<file path="src/design/pnesc_pkg.sv">
// Package: shared types, character constants and helper functions for the name escape encoder.
`default_nettype none
package pnesc_pkg;

    localparam logic [7:0] CH_LOW_LIMIT  = 8'd32;
    localparam logic [7:0] CH_HIGH_LIMIT = 8'd96;
    localparam logic [7:0] CH_COLON      = 8'h3A;
    localparam logic [7:0] CH_SLASH      = 8'h2F;
    localparam logic [7:0] CH_BACKSLASH  = 8'h5C;
    localparam logic [7:0] CH_DQUOTE     = 8'h22;
    localparam logic [7:0] CH_COMMA      = 8'h2C;
    localparam logic [7:0] CH_LESS       = 8'h3C;
    localparam logic [7:0] CH_GREATER    = 8'h3E;
    localparam logic [7:0] CH_OPEN       = 8'h7B;
    localparam logic [7:0] CH_CLOSE      = 8'h7D;
    localparam logic [7:0] CH_UPPER_A    = 8'h41;
    localparam logic [7:0] CH_UPPER_Z    = 8'h5A;
    localparam logic [7:0] CH_TERM       = 8'h00;
    localparam logic [7:0] CASE_BIT      = 8'h20;

    localparam logic [8:0] ESC_ROOM   = 9'd4;
    localparam logic [8:0] PLAIN_ROOM = 9'd2;

    localparam logic [7:0] MAX_LENGTH_RESET = 8'd64;

    localparam logic CMD_BYTE = 1'b0;
    localparam logic CMD_END  = 1'b1;

    // One queued job: up to three characters, emitted from index 0 up to last_idx.
    typedef struct packed {
        logic [2:0][7:0] chars;
        logic [1:0]      last_idx;
        logic            is_end;
    } t_job;

    typedef struct packed {
        logic valid;
        t_job job;
    } t_push;

    function automatic logic needs_escape(input logic [7:0] c);
        logic r;
        r = (c < CH_LOW_LIMIT) || (c >= CH_HIGH_LIMIT) ||
            (c == CH_COLON) || (c == CH_SLASH) || (c == CH_BACKSLASH) ||
            (c == CH_DQUOTE) || (c == CH_COMMA) || (c == CH_LESS) ||
            (c == CH_GREATER);
        return r;
    endfunction

    function automatic logic [7:0] hex_digit(input logic [3:0] d);
        logic [7:0] r;
        if (d < 4'd10) begin
            r = 8'h30 + {4'd0, d};
        end else begin
            r = 8'h37 + {4'd0, d};
        end
        return r;
    endfunction

    function automatic logic [7:0] to_lower(input logic [7:0] c);
        logic [7:0] r;
        if (c >= CH_UPPER_A && c <= CH_UPPER_Z) begin
            r = c | CASE_BIT;
        end else begin
            r = c;
        end
        return r;
    endfunction

endpackage
`default_nettype wire

</file>
<file path="src/design/pnesc_in_if.sv">
// Interface: input channel carrying name bytes and the end command.
`default_nettype none
interface pnesc_in_if;
    logic       valid;
    logic       ready;
    logic       cmd;
    logic [7:0] char_in;

    modport source (output valid, output cmd, output char_in, input ready);
    modport sink   (input valid, input cmd, input char_in, output ready);
endinterface
`default_nettype wire

</file>
<file path="src/design/pnesc_out_if.sv">
// Interface: output channel carrying encoded characters.
`default_nettype none
interface pnesc_out_if;
    logic       valid;
    logic       ready;
    logic [7:0] out_char;
    logic       last;

    modport source (output valid, output out_char, output last, input ready);
    modport sink   (input valid, input out_char, input last, output ready);
endinterface
`default_nettype wire

</file>
<file path="src/design/pnesc_front.sv">
// Front end: accepts input items, tracks group/length state and builds character jobs.
`default_nettype none
module pnesc_front (
    input  wire logic            i_clk,
    input  wire logic            i_rst_n,
    input  wire logic            i_valid,
    input  wire logic            i_cmd,
    input  wire logic [7:0]      i_char_in,
    input  wire logic            i_queue_full,
    input  wire logic            i_cfg_we,
    input  wire logic [7:0]      i_cfg_wdata,
    output logic                 o_ready,
    output pnesc_pkg::t_push     o_push
);
    import pnesc_pkg::*;

    logic [7:0] r_max_length;
    logic       r_group_open, n_group_open;
    logic [7:0] r_out_count,  n_out_count;
    logic       r_stopped,    n_stopped;

    logic       accept;
    logic       esc;
    logic [8:0] used;
    logic [8:0] limit;
    t_job       job;
    logic       produce;

    assign o_ready = !i_queue_full;
    assign accept  = i_valid && o_ready;
    assign esc     = needs_escape(i_char_in);
    assign used    = {1'b0, r_out_count};
    assign limit   = {1'b0, r_max_length};

    always_comb begin
        job          = '0;
        produce      = 1'b0;
        n_group_open = r_group_open;
        n_out_count  = r_out_count;
        n_stopped    = r_stopped;
        if (i_cmd == CMD_END) begin
            // close any open group, then the terminator; clear state
            produce      = 1'b1;
            job.is_end   = 1'b1;
            if (r_group_open) begin
                job.chars[0] = CH_CLOSE;
                job.chars[1] = CH_TERM;
                job.last_idx = 2'd1;
            end else begin
                job.chars[0] = CH_TERM;
                job.last_idx = 2'd0;
            end
            n_group_open = 1'b0;
            n_out_count  = '0;
            n_stopped    = 1'b0;
        end else if (!r_stopped) begin
            if (esc) begin
                if (used + ESC_ROOM >= limit) begin
                    n_stopped = 1'b1;
                end else begin
                    produce = 1'b1;
                    if (!r_group_open) begin
                        job.chars[0] = CH_OPEN;
                        job.chars[1] = hex_digit(i_char_in[7:4]);
                        job.chars[2] = hex_digit(i_char_in[3:0]);
                        job.last_idx = 2'd2;
                        n_out_count  = r_out_count + 8'd3;
                    end else begin
                        job.chars[0] = hex_digit(i_char_in[7:4]);
                        job.chars[1] = hex_digit(i_char_in[3:0]);
                        job.last_idx = 2'd1;
                        n_out_count  = r_out_count + 8'd2;
                    end
                    n_group_open = 1'b1;
                end
            end else begin
                if (used + PLAIN_ROOM >= limit) begin
                    n_stopped = 1'b1;
                end else begin
                    produce = 1'b1;
                    if (r_group_open) begin
                        job.chars[0] = CH_CLOSE;
                        job.chars[1] = to_lower(i_char_in);
                        job.last_idx = 2'd1;
                        n_out_count  = r_out_count + 8'd2;
                    end else begin
                        job.chars[0] = to_lower(i_char_in);
                        job.last_idx = 2'd0;
                        n_out_count  = r_out_count + 8'd1;
                    end
                    n_group_open = 1'b0;
                end
            end
        end
    end

    assign o_push.valid = accept && produce;
    assign o_push.job   = job;

    always_ff @(posedge i_clk) begin
        if (!i_rst_n) begin
            r_max_length <= MAX_LENGTH_RESET;
            r_group_open <= 1'b0;
            r_out_count  <= '0;
            r_stopped    <= 1'b0;
        end else begin
            if (i_cfg_we) begin
                r_max_length <= i_cfg_wdata;
            end
            if (accept) begin
                r_group_open <= n_group_open;
                r_out_count  <= n_out_count;
                r_stopped    <= n_stopped;
            end
        end
    end

endmodule
`default_nettype wire

</file>
<file path="src/design/pnesc_queue.sv">
// Job queue: small register FIFO between the front end and the character emitter.
`default_nettype none
module pnesc_queue #(
    parameter int DEPTH = 2
) (
    input  wire logic            i_clk,
    input  wire logic            i_rst_n,
    input  wire pnesc_pkg::t_push i_push,
    input  wire logic            i_pop,
    output logic                 o_full,
    output logic                 o_head_valid,
    output pnesc_pkg::t_job      o_head
);
    import pnesc_pkg::*;

    localparam int PW = (DEPTH > 1) ? $clog2(DEPTH) : 1;
    localparam int CW = $clog2(DEPTH + 1);
    localparam logic [PW-1:0] LAST_PTR  = PW'(DEPTH - 1);
    localparam logic [CW-1:0] FULL_CNT  = CW'(DEPTH);
    localparam logic [PW-1:0] PTR_ONE   = PW'(1);
    localparam logic [CW-1:0] CNT_ONE   = CW'(1);

    t_job          r_mem [DEPTH];
    logic [PW-1:0] r_wp, r_rp;
    logic [CW-1:0] r_cnt;

    logic do_push, do_pop;

    assign o_full       = (r_cnt == FULL_CNT);
    assign o_head_valid = (r_cnt != '0);
    assign o_head       = r_mem[r_rp];
    assign do_push      = i_push.valid && !o_full;
    assign do_pop       = i_pop && o_head_valid;

    always_ff @(posedge i_clk) begin
        if (do_push) begin
            r_mem[r_wp] <= i_push.job;
        end
    end

    always_ff @(posedge i_clk) begin
        if (!i_rst_n) begin
            r_wp  <= '0;
            r_rp  <= '0;
            r_cnt <= '0;
        end else begin
            if (do_push) begin
                r_wp <= (r_wp == LAST_PTR) ? '0 : r_wp + PTR_ONE;
            end
            if (do_pop) begin
                r_rp <= (r_rp == LAST_PTR) ? '0 : r_rp + PTR_ONE;
            end
            case ({do_push, do_pop})
                2'b10:   r_cnt <= r_cnt + CNT_ONE;
                2'b01:   r_cnt <= r_cnt - CNT_ONE;
                default: r_cnt <= r_cnt;
            endcase
        end
    end

endmodule
`default_nettype wire

</file>
<file path="src/design/pnesc_back.sv">
// Back end: walks the head job one character per cycle, while the output is not stalled, into the output register.
`default_nettype none
module pnesc_back (
    input  wire logic            i_clk,
    input  wire logic            i_rst_n,
    input  wire logic            i_head_valid,
    input  wire pnesc_pkg::t_job i_head,
    input  wire logic            i_out_ready,
    output logic                 o_pop,
    output logic                 o_out_valid,
    output logic [7:0]           o_out_char,
    output logic                 o_out_last
);
    import pnesc_pkg::*;

    logic [1:0] r_idx;
    logic       r_out_valid;
    logic [7:0] r_out_char;
    logic       r_out_last;

    logic load;
    logic at_end;

    assign load   = !r_out_valid || i_out_ready;
    assign at_end = (r_idx == i_head.last_idx);
    assign o_pop  = load && i_head_valid && at_end;

    always_ff @(posedge i_clk) begin
        if (!i_rst_n) begin
            r_idx       <= '0;
            r_out_valid <= 1'b0;
        end else if (load) begin
            r_out_valid <= i_head_valid;
            if (i_head_valid) begin
                // advance through the job, drop it after its final character
                r_idx <= at_end ? 2'd0 : r_idx + 2'd1;
            end
        end
    end

    always_ff @(posedge i_clk) begin
        if (load && i_head_valid) begin
            r_out_char <= i_head.chars[r_idx];
            r_out_last <= i_head.is_end && at_end;
        end
    end

    assign o_out_valid = r_out_valid;
    assign o_out_char  = r_out_char;
    assign o_out_last  = r_out_last;

endmodule
`default_nettype wire

</file>
<file path="src/design/petscii_name_escape_encoder.sv">
// Top level: name escape encoder with decoupled front end, job queue and emitter.
//
//   channel   dir  handshake        payload
//   i_in      in   valid/ready      cmd[0], char_in[7:0]
//   o_out     out  valid/ready      out_char[7:0], last
//   i_cfg_*   in   write enable     max_length[7:0]
//
// Each accepted item yields zero to three characters; the emitter sends one per
// cycle while the output is ready, from the single-character output register.
// The front end accepts an item in any cycle the job queue has room, so it
// runs ahead of a stalled output.
// Reset is synchronous, active low; no clearing pass.
`default_nettype none
module petscii_name_escape_encoder #(
    parameter int QUEUE_DEPTH = 2
) (
    input  wire logic       i_clk,
    input  wire logic       i_rst_n,
    pnesc_in_if.sink        i_in,
    pnesc_out_if.source     o_out,
    input  wire logic       i_cfg_we,
    input  wire logic [7:0] i_cfg_wdata
);
    import pnesc_pkg::*;

    t_push push;
    t_job  head;
    logic  queue_full;
    logic  head_valid;
    logic  pop;

    pnesc_front u_front (
        .i_clk        (i_clk),
        .i_rst_n      (i_rst_n),
        .i_valid      (i_in.valid),
        .i_cmd        (i_in.cmd),
        .i_char_in    (i_in.char_in),
        .i_queue_full (queue_full),
        .i_cfg_we     (i_cfg_we),
        .i_cfg_wdata  (i_cfg_wdata),
        .o_ready      (i_in.ready),
        .o_push       (push)
    );

    pnesc_queue #(
        .DEPTH (QUEUE_DEPTH)
    ) u_queue (
        .i_clk        (i_clk),
        .i_rst_n      (i_rst_n),
        .i_push       (push),
        .i_pop        (pop),
        .o_full       (queue_full),
        .o_head_valid (head_valid),
        .o_head       (head)
    );

    pnesc_back u_back (
        .i_clk        (i_clk),
        .i_rst_n      (i_rst_n),
        .i_head_valid (head_valid),
        .i_head       (head),
        .i_out_ready  (o_out.ready),
        .o_pop        (pop),
        .o_out_valid  (o_out.valid),
        .o_out_char   (o_out.out_char),
        .o_out_last   (o_out.last)
    );

endmodule
`default_nettype wire
</file>
<file path="src/flat_wrapper.sv">
// flat-port wrapper written by rule: the top's interface ports become plain ports
module petscii_name_escape_encoder_flat import pnesc_pkg::*;
#(
    parameter int QUEUE_DEPTH = 2
)
  (i_clk, i_rst_n, i_cfg_we, i_cfg_wdata, i_in_valid, i_in_cmd, i_in_char_in, i_in_ready, o_out_valid, o_out_out_char, o_out_last, o_out_ready);
  pnesc_in_if i_in_i ();
  pnesc_out_if o_out_i ();
  input  wire logic i_clk;
  input  wire logic i_rst_n;
  input  wire logic i_cfg_we;
  input  wire logic [7:0] i_cfg_wdata;
  input wire logic [$bits(i_in_i.valid)-1:0] i_in_valid;
  input wire logic [$bits(i_in_i.cmd)-1:0] i_in_cmd;
  input wire logic [$bits(i_in_i.char_in)-1:0] i_in_char_in;
  output wire logic [$bits(i_in_i.ready)-1:0] i_in_ready;
  output wire logic [$bits(o_out_i.valid)-1:0] o_out_valid;
  output wire logic [$bits(o_out_i.out_char)-1:0] o_out_out_char;
  output wire logic [$bits(o_out_i.last)-1:0] o_out_last;
  input wire logic [$bits(o_out_i.ready)-1:0] o_out_ready;
  assign i_in_i.valid = i_in_valid;
  assign i_in_i.cmd = i_in_cmd;
  assign i_in_i.char_in = i_in_char_in;
  assign i_in_ready = i_in_i.ready;
  assign o_out_valid = o_out_i.valid;
  assign o_out_out_char = o_out_i.out_char;
  assign o_out_last = o_out_i.last;
  assign o_out_i.ready = o_out_ready;
  petscii_name_escape_encoder #(.QUEUE_DEPTH(QUEUE_DEPTH)) u_core (.i_clk(i_clk), .i_rst_n(i_rst_n), .i_in(i_in_i), .o_out(o_out_i), .i_cfg_we(i_cfg_we), .i_cfg_wdata(i_cfg_wdata));
endmodule
</file>
<file path="config.mk">
export PLATFORM = sky130hd
export DESIGN_NAME = petscii_name_escape_encoder_flat
export DESIGN_NICKNAME = d
export VERILOG_FILES = /design/src/design/pnesc_pkg.sv /design/src/design/pnesc_in_if.sv /design/src/design/pnesc_out_if.sv /design/src/design/pnesc_front.sv /design/src/design/pnesc_queue.sv /design/src/design/pnesc_back.sv /design/src/design/petscii_name_escape_encoder.sv /design/src/flat_wrapper.sv
export SDC_FILE = /design/constraint.sdc
export NUM_CORES = 1
export LEC_CHECK = 0
export BUFFER_PORTS_ARGS = -buffer_cell sky130_fd_sc_hd__buf_4
export CORE_UTILIZATION = 56
export DETAILED_ROUTE_END_ITERATION = 12
export GPL_ROUTABILITY_DRIVEN = 1
export HOLD_SLACK_MARGIN = 0.06
export PLACE_DENSITY = 0.83
export SETUP_SLACK_MARGIN = 0.3
export SLEW_MARGIN = 20
export SYNTH_ARGS = -nofsm -noshare
export SYNTH_HDL_FRONTEND = slang
export SYNTH_SLANG_ARGS = --single-unit
export TNS_END_PERCENT = 50
</file>
<file path="constraint.sdc">
create_clock -name i_clk -period 5.28 [get_ports i_clk]
set_input_delay 1.32 -clock i_clk [delete_from_list [all_inputs] [get_ports i_clk]]
set_output_delay 1.32 -clock i_clk [all_outputs]
set_load 0.01 [all_outputs]
</file>
==> impl_metrics.tcl, run 1 <==
set metrics [dict create \
    leakagePower_nw 2.16 \
    drive_gt1_share_pct 15.3 \
    setup_violations 0 \
    grtUsageMet1_pct 27.9 \
    ioPinCount 33 \
    post_cts.repair.setup_buffers 0 \
    clk_pin_slew_ps 80 \
    top_usage_layer "met2" \
    ys_types 66 \
    syn_inst 460 \
    dpl.hpwl_um 7410 \
    fillers 670 \
    area_growth_syn_to_layout_pct 9.71 \
    cts_tree "done" \
    power_density_mw_per_mm2 384 \
    syn_area_mm2 0.00499 \
    yosys-top-cells-area "edfxtp_1 37%, dfxtp_1 10%, ha_1 7.8%" \
    die_area_mm2 0.00929 \
    cts_buffers 9 \
    synth_mux_area_share_pct 8.48 \
    vias 3506 \
    dpl_worst_slack_ps 786 \
    cts_num_sinks 87 \
    critPathLaunchType "primary input" \
    worstSetupEndpointType "register" \
    drt_wl_total_um 9970 \
    clk-insertion-delay-late_ps 350 \
    hp-class "reg -> reg" \
    skew_ps 17.0 \
    synthAdderAreaFrac_pct 7.78 \
    arrival_ps 4430 \
    clockBufferDepth 2 \
    fp.dieH_um 96.4 \
    yosys.area_share.simple_pct 13.3 \
    grt_pass1_wl_um 16400 \
    cts-hold-fix-buffers 0 \
    wl_per_cell_um 16.7 \
    grt_max_degree 33 \
    synth_top_area_share_pct 36.7 \
    fin_util_pct 63.0 \
    slew_headroom_pct 32.9 \
    placed_cells 581 \
    hold_viol 0 \
    crit_required_ps 5550 \
    timing.hold.ws_ps 526 \
    final_cell_area_mm2 0.00547 \
    drc 0 \
    synth-compound-area-share_pct 14.6 \
    cts_resized 0 \
    firstDrtPassIters 5 \
    crit_type "in -> reg" \
    grt_use_met3_pct 4.82 \
    post_dp_cell_area_mm2 0.00528 \
    final_cells 597 \
    synth_common_cells "61 x edfxtp_1, 35 x nand2_1, 34 x inv_1, 31 x ha_1, 26 x dfxtp_1" \
    numPortBuffers 32 \
    seqPwrFrac_pct 48.1 \
    core_area_mm2 0.00868 \
    yosysTopAreaCell "edfxtp_1" \
    n_antenna_cell 0 \
    comb_power_share_pct 30.8 \
    syn_avg_cell_area_um2 10.8 \
    p_clk_share_pct 21.0 \
    synthArstFlopShare_pct 0 \
    max_freq_mhz 240 \
    rsz0062_at_grt "false" \
    ys_seq_area_share_pct 47.2 \
    fin_crit_sh_pct 78.8 \
    ant_nets 0 \
    final.min_clock_period_ps 4160 \
    drtIter0Drc 296 \
    drv_cap 0 \
    nNetsFinal 537 \
    sw_frac_of_total_pct 32.2 \
    row_count 34 \
    ir_drop_v 0.000150 \
    status "completed" \
    grt_pass1_vias 3423 \
    htreeDepth 3 \
    gp_congestion 0.869 \
    vias_per_cell 5.87 \
    grt_overflow_total 0 \
    synth_xor_area_share_pct 3.51 \
    p_total_mw 2.10 \
    start_util_pct 57.5 \
    drv_slew 0 \
    cp_max_fo 11 \
    antenna_found_initial 0 \
    synth_warnings 0 \
    grtUsageMet2_pct 42.1 \
    synth_top_family_by_area "compound AO/OA/AOI/OAI gates" \
    setup_tns_ps 0 \
    chipWidth_um 96.4 \
    layout_setup_ws_ps 1120 \
    synth_ff_type "edfxtp_1" \
    tightestPinTransition_ps 1010 \
    ys_ff_latch 87 \
    internal_power_mw 1.42 \
    synth.most_common_cell "edfxtp_1" \
    synth_edf_count 61 \
    p_switching_uw 677 \
    grt_usage_pct 23.4 \
    clock-root-buffer "clkbuf_8" \
]
==> worst paths after layout <==
path / from / end / slack [ps] / cells after the start
setup / recovery: i_in_char_in[4] / u_core.u_queue.r_cnt[1]$_SDFFE_PN0P_ / 1120 / 12
hold / removal: u_core.u_front.r_max_length[7]$_SDFFE_PN0P_ / u_core.u_front.r_max_length[7]$_SDFFE_PN0P_ / 530 / 2
setup reg to reg: u_core.u_front.r_out_count[1]$_SDFFE_PN0P_ / u_core.u_queue.r_cnt[1]$_SDFFE_PN0P_ / 1320 / 12
hold reg to reg: u_core.u_front.r_max_length[7]$_SDFFE_PN0P_ / u_core.u_front.r_max_length[7]$_SDFFE_PN0P_ / 530 / 2
==> routing by layer <==
layer / wire length [um] / part of all wire, %
met1: 4160 / 42
met5: 0 / 0
met4: 143 / 1.4
met3: 360 / 3.6
met2: 5310 / 53
==> critical path: stages <==
cell,delay (ps)
buf_4,120
inv_1,100
ha_1,240
mux2_4,290
a311oi_4,310
and3_1,500
nand4_4,220
a21oi_4,230
o21ai_0,200
ha_1,390
or3_1,340
a21boi_0,170
==> cells in the final DEF (no fill, tap or decap), drive strengths merged, types with 7 or more instances in the layout <==
master  count
o22ai      12
nand4       8
o21ai      26
ha         31
inv        40
buf        35
nand2      36
and2        8
and3        7
xnor2      14
edfxtp     61
mux2i      22
mux4        8
nor2       23
nor2b      14
a21oi      26
clkbuf     11
nand3      12
dfxtp      26
==> kinds of logic (layout without fill, tap and decap cells) <==
kind of cell | after synthesis | in the layout
fa+ha+maj | 31 | 31
simple gates | 125 | 125
flops | 87 | 87
xor+xnor | 20 | 20
other cells | 1 | 4
compound gates | 104 | 104
buf+inv | 61 | 87
mux | 31 | 31
==> power groups by stage <==
| stage | combinational (mW) | clock (mW) | sequential [mW] |
|---|---|---|---|
| CTS | 0.655 | 0.450 | 1.01 |
| finish | 0.648 | 0.442 | 1.01 |
| detailed placement | 0.651 | 0 | 1.03 |
| global placement | 0.628 | 0 | 1.01 |
| global route | 0.715 | 0.481 | 1.03 |
| floorplan | 0.461 | 0 | 1.00 |
==> cell type report <==
| class | count | area (um2) | area share [%] |
|---|---|---|---|
| Clock buffer | 11 | 153 | 2.79 |
| Clock inverter | 5 | 37.5 | 0.686 |
| Inverter | 36 | 135 | 2.47 |
| Multi-Input combinational cell | 315 | 2390 | 43.8 |
| Sequential cell | 87 | 2350 | 43.0 |
| Tap cell | 108 | 135 | 2.47 |
| Timing Repair Buffer | 35 | 263 | 4.80 |
==> state kept, by name, indices dropped and copies added, names as in the netlist, named ones only <==
name                         count
u_core.u_queue.r_wp              1
u_core.u_front.r_out_count       8
u_core.u_queue.r_rp              1
u_core.u_queue.r_cnt             2
u_core.u_front.r_group_open      1
u_core.u_front.r_max_length      8
u_core.u_back.o_out_char         8
u_core.u_queue.r_mem            52
u_core.u_back.r_idx              2
u_core.u_back.o_out_last         1
u_core.u_front.r_stopped         1
u_core.u_back.o_out_valid        1
No activity file was read; power rests on OpenSTA's default activity.
==> run 2, diff against run 1 <==
--- a/config.mk
+++ b/config.mk
@@ -6,11 +6,11 @@
 export NUM_CORES = 1
 export LEC_CHECK = 0
 export BUFFER_PORTS_ARGS = -buffer_cell sky130_fd_sc_hd__buf_4
-export CORE_UTILIZATION = 56
+export CORE_UTILIZATION = 55
 export DETAILED_ROUTE_END_ITERATION = 12
 export GPL_ROUTABILITY_DRIVEN = 1
 export HOLD_SLACK_MARGIN = 0.06
-export PLACE_DENSITY = 0.83
+export PLACE_DENSITY = 0.84
 export SETUP_SLACK_MARGIN = 0.3
 export SLEW_MARGIN = 20
 export SYNTH_ARGS = -nofsm -noshare
==> constraint.sdc (replaced) <==
create_clock -name i_clk -period 3.7 [get_ports i_clk]
set_input_delay 0.925 -clock i_clk [delete_from_list [all_inputs] [get_ports i_clk]]
set_output_delay 0.925 -clock i_clk [all_outputs]
set_load 0.01 [all_outputs]
==> run 2 against run 1 <==
Total power rose by 43%. First-iteration DRC count shrank 19%. Worst hold slack got worse by 2.5 ps. Highest routed layer unchanged. Largest power group unchanged. Clock skew fell by 0.95 ps. Critical path type is now reg -> reg. Largest cell class unchanged.
==> impl_metrics.tcl, run 2 (synthesis results as in run 1) <==
set metrics [dict create \
    clock-root-buffer "clkbuf_8" \
    vias_per_cell 5.76 \
    firstDrtPassIters 4 \
    post_dp_cell_area_mm2 0.00541 \
    grt_pass1_vias 3400 \
    crit_type "reg -> reg" \
    grt_overflow_total 0 \
    final.min_clock_period_ps 3230 \
    routed-wl-met3_um 271 \
    grt_usage_pct 22.0 \
    final_cells 611 \
    drc 0 \
    n_antenna_cell 0 \
    grt_pass1_wl_um 16400 \
    numPortBuffers 32 \
    skew_ps 16.1 \
    status "completed" \
    cts_buffers 9 \
    rsz0062_at_grt "false" \
    critPathLaunchType "register" \
    ioPinCount 33 \
    clockBufferDepth 2 \
    hold_viol 0 \
    cts-hold-fix-buffers 0 \
    min_path_cells 2 \
    fin_util_pct 64.6 \
    placed_cells 593 \
    start_util_pct 56.9 \
    gp_congestion 0.957 \
    fp.dieH_um 97.2 \
    setup_tns_ps 0 \
    clk-insertion-delay-late_ps 350 \
    setup_violations 0 \
    tightestPinTransition_ps 711 \
    antenna_found_initial 0 \
    vias 3518 \
    fin_crit_sh_pct 87.4 \
    power_density_mw_per_mm2 530 \
    worstReg2RegEnd "u_core.u_queue.r_cnt[1]$_SDFFE_PN0P_" \
    largest_register_ffs 52 \
    cts_num_sinks 87 \
    leakagePower_nw 2.23 \
    wl_met2_um 5400 \
    drtIter0Drc 241 \
    hp-class "reg -> reg" \
    dpl.hpwl_um 7570 \
    regMostFlops "u_core.u_queue.r_mem" \
    clk_pin_slew_ps 90 \
    top_layer_used "met4" \
    hp-start "u_core.u_front.r_max_length[7]$_SDFFE_PN0P_" \
    drive_gt1_share_pct 19.9 \
    chipWidth_um 97.2 \
    arrival_ps 3500 \
    drv_cap 0 \
    reg2reg_slack_ps 470 \
    max_freq_mhz 309 \
    htreeDepth 3 \
    min_to "u_core.u_front.r_max_length[7]$_SDFFE_PN0P_" \
    grt_max_degree 32 \
    drv_slew 0 \
    r2r_start "u_core.u_front.r_out_count[2]$_SDFFE_PN0P_" \
    reg2regPathDepth 12 \
    wl_per_cell_um 16.9 \
    wl_met1_um 4460 \
    ant_nets 0 \
    crit_required_ps 3970 \
    final_cell_mix "61 x edfxtp_1, 47 x buf_4, 35 x nand2_1" \
    ir_drop_v 0.000225 \
    p_total_mw 3.00 \
    drt_wl_total_um 10300 \
    area_growth_syn_to_layout_pct 13.5 \
    die_area_mm2 0.00945 \
    worstSetupEndpointType "register" \
    final_cell_area_mm2 0.00566 \
    nNetsFinal 551 \
    core_area_mm2 0.00876 \
    cts_tree "done" \
    final_common_cell "edfxtp_1" \
    row_count 34 \
    slew_headroom_pct 52.6 \
    cp_max_fo 8 \
]
-- run 2: cell types whose count changed in the layout (fill, tap and decap cells not counted), moves of 2 or more --
cell | previous run | this run
buf_12 | 0 | 2
dfxtp_4 | 0 | 3
dfxtp_2 | 0 | 2
ha_1 | 31 | 29
inv_4 | 2 | 0
nor2_4 | 0 | 3
nor2_2 | 2 | 0
buf_4 | 35 | 47
dfxtp_1 | 26 | 21
-- run 2: layout make-up --
type | instances | area (um2)
Clock inverter | 6 | 42.5
Multi-Input combinational cell | 315 | 2460
Timing Repair Buffer | 49 | 393
Tap cell | 108 | 135
Clock buffer | 10 | 128
Sequential cell | 87 | 2370
Fill cell | 700 | 3100
Inverter | 36 | 135
-- run 2: layer usage --
metal / vias to the layer above / global-route usage [%]
li1: 1750 / -
met1: 1678 / 26.0
met2: 76 / 40.5
met3: 14 / 4.46
met4: 0 / 5.77
met5: - / 0
-- run 2: critical path, stage by stage (launching register included) --
cell	delay, ps
dfxtp_4	410
ha_2	270
nand2_1	110
xnor2_2	160
ha_1	340
and3_1	220
a221oi_4	370
nand4_4	180
a21oi_4	160
o21ai_1	80
ha_1	330
or3_1	360
a21boi_0	160
-- run 2: through the flow --
| stage | hold slack, ps | setup slack [ps] |
|---|---|---|
| detailed placement | 509 | 149 |
| global route | 560 | 231 |
| finish | 524 | 468 |
| floorplan | 483 | 301 |
| CTS | 530 | 310 |
| global placement | 501 | 183 |
-- run 2: timing repair --
action	in CTS	in global routing
buffers inserted	0	2
endpoints found under the hold margin	0	0
pin swaps	0	4
setup endpoints to repair	1	56
resized for setup	3	14
-- run 2: worst max-delay path by stage --
stage,start,end,slack (ps),cells after the start
6_report,u_core.u_front.r_out_count[2]$_SDFFE_PN0P_,u_core.u_queue.r_cnt[1]$_SDFFE_PN0P_,470,12
3_5_place_dp,i_in_char_in[4],u_core.u_queue.r_cnt[1]$_SDFFE_PN0P_,150,12
5_1_grt,u_core.u_front.r_out_count[4]$_SDFFE_PN0P_,u_core.u_queue.r_cnt[1]$_SDFFE_PN0P_,230,14
3_3_place_gp,i_in_char_in[4],u_core.u_queue.r_cnt[1]$_SDFFE_PN0P_,180,12
4_1_cts,u_core.u_front.r_out_count[3]$_SDFFE_PN0P_,u_core.u_queue.r_cnt[1]$_SDFFE_PN0P_,310,13
2_1_floorplan,i_in_char_in[4],u_core.u_queue.r_cnt[1]$_SDFFE_PN0P_,300,11
-- run 2: where the power goes --
group	internal [mW]	total, mW	leakage (nW)	switching, mW
Clock	0.246	0.572	0.0809	0.326
Sequential	1.31	1.45	0.795	0.131
Combinational	0.470	0.980	1.35	0.510
==> run 3, diff against run 2 <==
--- a/config.mk
+++ b/config.mk
@@ -10,7 +10,7 @@
 export DETAILED_ROUTE_END_ITERATION = 12
 export GPL_ROUTABILITY_DRIVEN = 1
 export HOLD_SLACK_MARGIN = 0.06
-export PLACE_DENSITY = 0.84
+export PLACE_DENSITY = 0.76
 export SETUP_SLACK_MARGIN = 0.3
 export SLEW_MARGIN = 20
 export SYNTH_ARGS = -nofsm -noshare
==> run 3 against run 2 <==
Sequential cell count did not move. Sequential share of layout area decreased by 0.54 points. Non-clock buffer count grew 4. First-iteration DRC count up 14%. Count of clock-buffer cells in the layout grew 2. Critical path depth grew 1. Sequential power about the same. Utilization up 0.81 points. Via count rose by 1.8%. Critical path type unchanged. Largest cell class unchanged. Largest power group unchanged.
==> impl_metrics.tcl, run 3 (synthesis results as in run 1) <==
set metrics [dict create \
    status "completed" \
    drt_wl_total_um 10500 \
    arrival_ps 3540 \
    cts_num_sinks 87 \
    start_util_pct 56.9 \
    hold_viol 0 \
    firstDrtPassIters 5 \
    hp-class "reg -> reg" \
    grt_pass1_vias 3534 \
    leakagePower_nw 2.28 \
    grt_overflow_total 0 \
    cts_tree "done" \
    ir_drop_v 0.000231 \
    regMostFlops "u_core.u_queue.r_mem" \
    cts_buffers 9 \
    final_cells 615 \
    clockBufferDepth 2 \
    cp_max_fo 8 \
    core_area_mm2 0.00876 \
    vias 3580 \
    crit_type "reg -> reg" \
    drv_cap 0 \
    path_buf_inv 0 \
    antenna_found_initial 0 \
    setup_tns_ps 0 \
    wl_per_cell_um 17.1 \
    ant_nets 0 \
    skew_ps 15.5 \
    fin_util_pct 65.4 \
    die_area_mm2 0.00945 \
    worstSetupEndpointType "register" \
    grt_usage_pct 22.7 \
    clock-root-buffer "clkbuf_8" \
    dpl.hpwl_um 7570 \
    area_growth_syn_to_layout_pct 15.0 \
    grt_pass1_wl_um 17000 \
    final.min_clock_period_ps 3270 \
    grt_max_degree 33 \
    nNetsFinal 555 \
    fin_crit_sh_pct 88.3 \
    largest_register_ffs 52 \
    cts-hold-fix-buffers 0 \
    n_antenna_cell 0 \
    worstPathCellList "nand2_1 -> nor2_4 -> nand2_1 -> xnor2_2 -> ha_1 -> and3_1 -> a221oi_4 -> nand4_4 -> a21oi_4 -> o21ai_1 -> ha_1 -> or3_1 -> a21boi_1" \
    final_common_cell "edfxtp_1" \
    numPortBuffers 32 \
    placed_cells 596 \
    chipWidth_um 97.2 \
    cpPeakStageDelay_ps 410 \
    drtIter0Drc 275 \
    ioPinCount 33 \
    final_cell_mix "61 x edfxtp_1, 51 x buf_4, 35 x nand2_1" \
    critPathSlowestCell "dfxtp_4" \
    gp_congestion 0.910 \
    crit_required_ps 3980 \
    fp.dieH_um 97.2 \
    clk_pin_slew_ps 90 \
    drive_gt1_share_pct 20.3 \
    post_dp_cell_area_mm2 0.00543 \
    tightestPinTransition_ps 635 \
    critPathLaunchType "register" \
    row_count 34 \
    setup_violations 0 \
    clk-insertion-delay-late_ps 360 \
    final_cell_area_mm2 0.00573 \
    rsz0062_at_grt "false" \
    drv_slew 0 \
    max_freq_mhz 306 \
    crit_family "simple AND/OR/NAND/NOR gates" \
    power_density_mw_per_mm2 544 \
    slew_headroom_pct 57.6 \
    vias_per_cell 5.82 \
    htreeDepth 3 \
    timing.hold.ws_ps 524 \
    drc 0 \
]
run 3: path summary, 6_finish.rpt:
path	startpoint	endpoint	slack, ps	cells past startpoint
min reg2reg	u_core.u_front.r_max_length[7]$_SDFFE_PN0P_	u_core.u_front.r_max_length[7]$_SDFFE_PN0P_	520	2
max	u_core.u_front.r_out_count[3]$_SDFFE_PN0P_	u_core.u_queue.r_cnt[1]$_SDFFE_PN0P_	430	13
min	u_core.u_front.r_max_length[7]$_SDFFE_PN0P_	u_core.u_front.r_max_length[7]$_SDFFE_PN0P_	520	2
max reg2reg	u_core.u_front.r_out_count[3]$_SDFFE_PN0P_	u_core.u_queue.r_cnt[1]$_SDFFE_PN0P_	430	13
run 3: cell type report:
type                       count  area, um2
fill                         674       3030
multi-input combinational    315       2460
sequential                    87       2360
timing repair buffer          53        423
clock buffer                  12        156
inverter                      36        135
tap                          108        135
clock inverter                 4       52.6
run 3: metrics by stage:
step                power, mW  worst slack [ps]
floorplan                2.10               301
global route             3.28               252
finish                   3.12               434
global placement         2.41               130
CTS                      3.13               310
detailed placement       2.43              76.0
run 3: per-layer routing:
| layer | track usage, % | vias up | part of all wire (%) |
|---|---|---|---|
| met5 | 0 | - | 0 |
| met4 | 7.58 | 0 | 2.1 |
| met3 | 4.03 | 18 | 4.1 |
| met2 | 41.0 | 80 | 53 |
| met1 | 27.3 | 1722 | 41 |
| li1 | - | 1760 | - |
run 3: what timing repair did:
action / CTS / global route
resized for setup: 4 / 13
endpoints found under the setup margin: 1 / 17
pin swaps: 0 / 5
endpoints found under the hold margin: 0 / 0
buffers inserted: 0 / 3
run 3: report_power, final:
group	leakage [nW]	switching [mW]	total [mW]	internal, mW
sequential	0.794	0.128	1.44	1.31
combinational	1.38	0.510	0.982	0.472
clock	0.106	0.335	0.691	0.356
run 3: tightest hold or removal path, delay by kind of cell, from the launching register on:
| family | cells | cell delay, ps |
|---|---|---|
| mux | 1 | 60 |
| flops | 1 | 340 |
| simple gates | 1 | 90 |
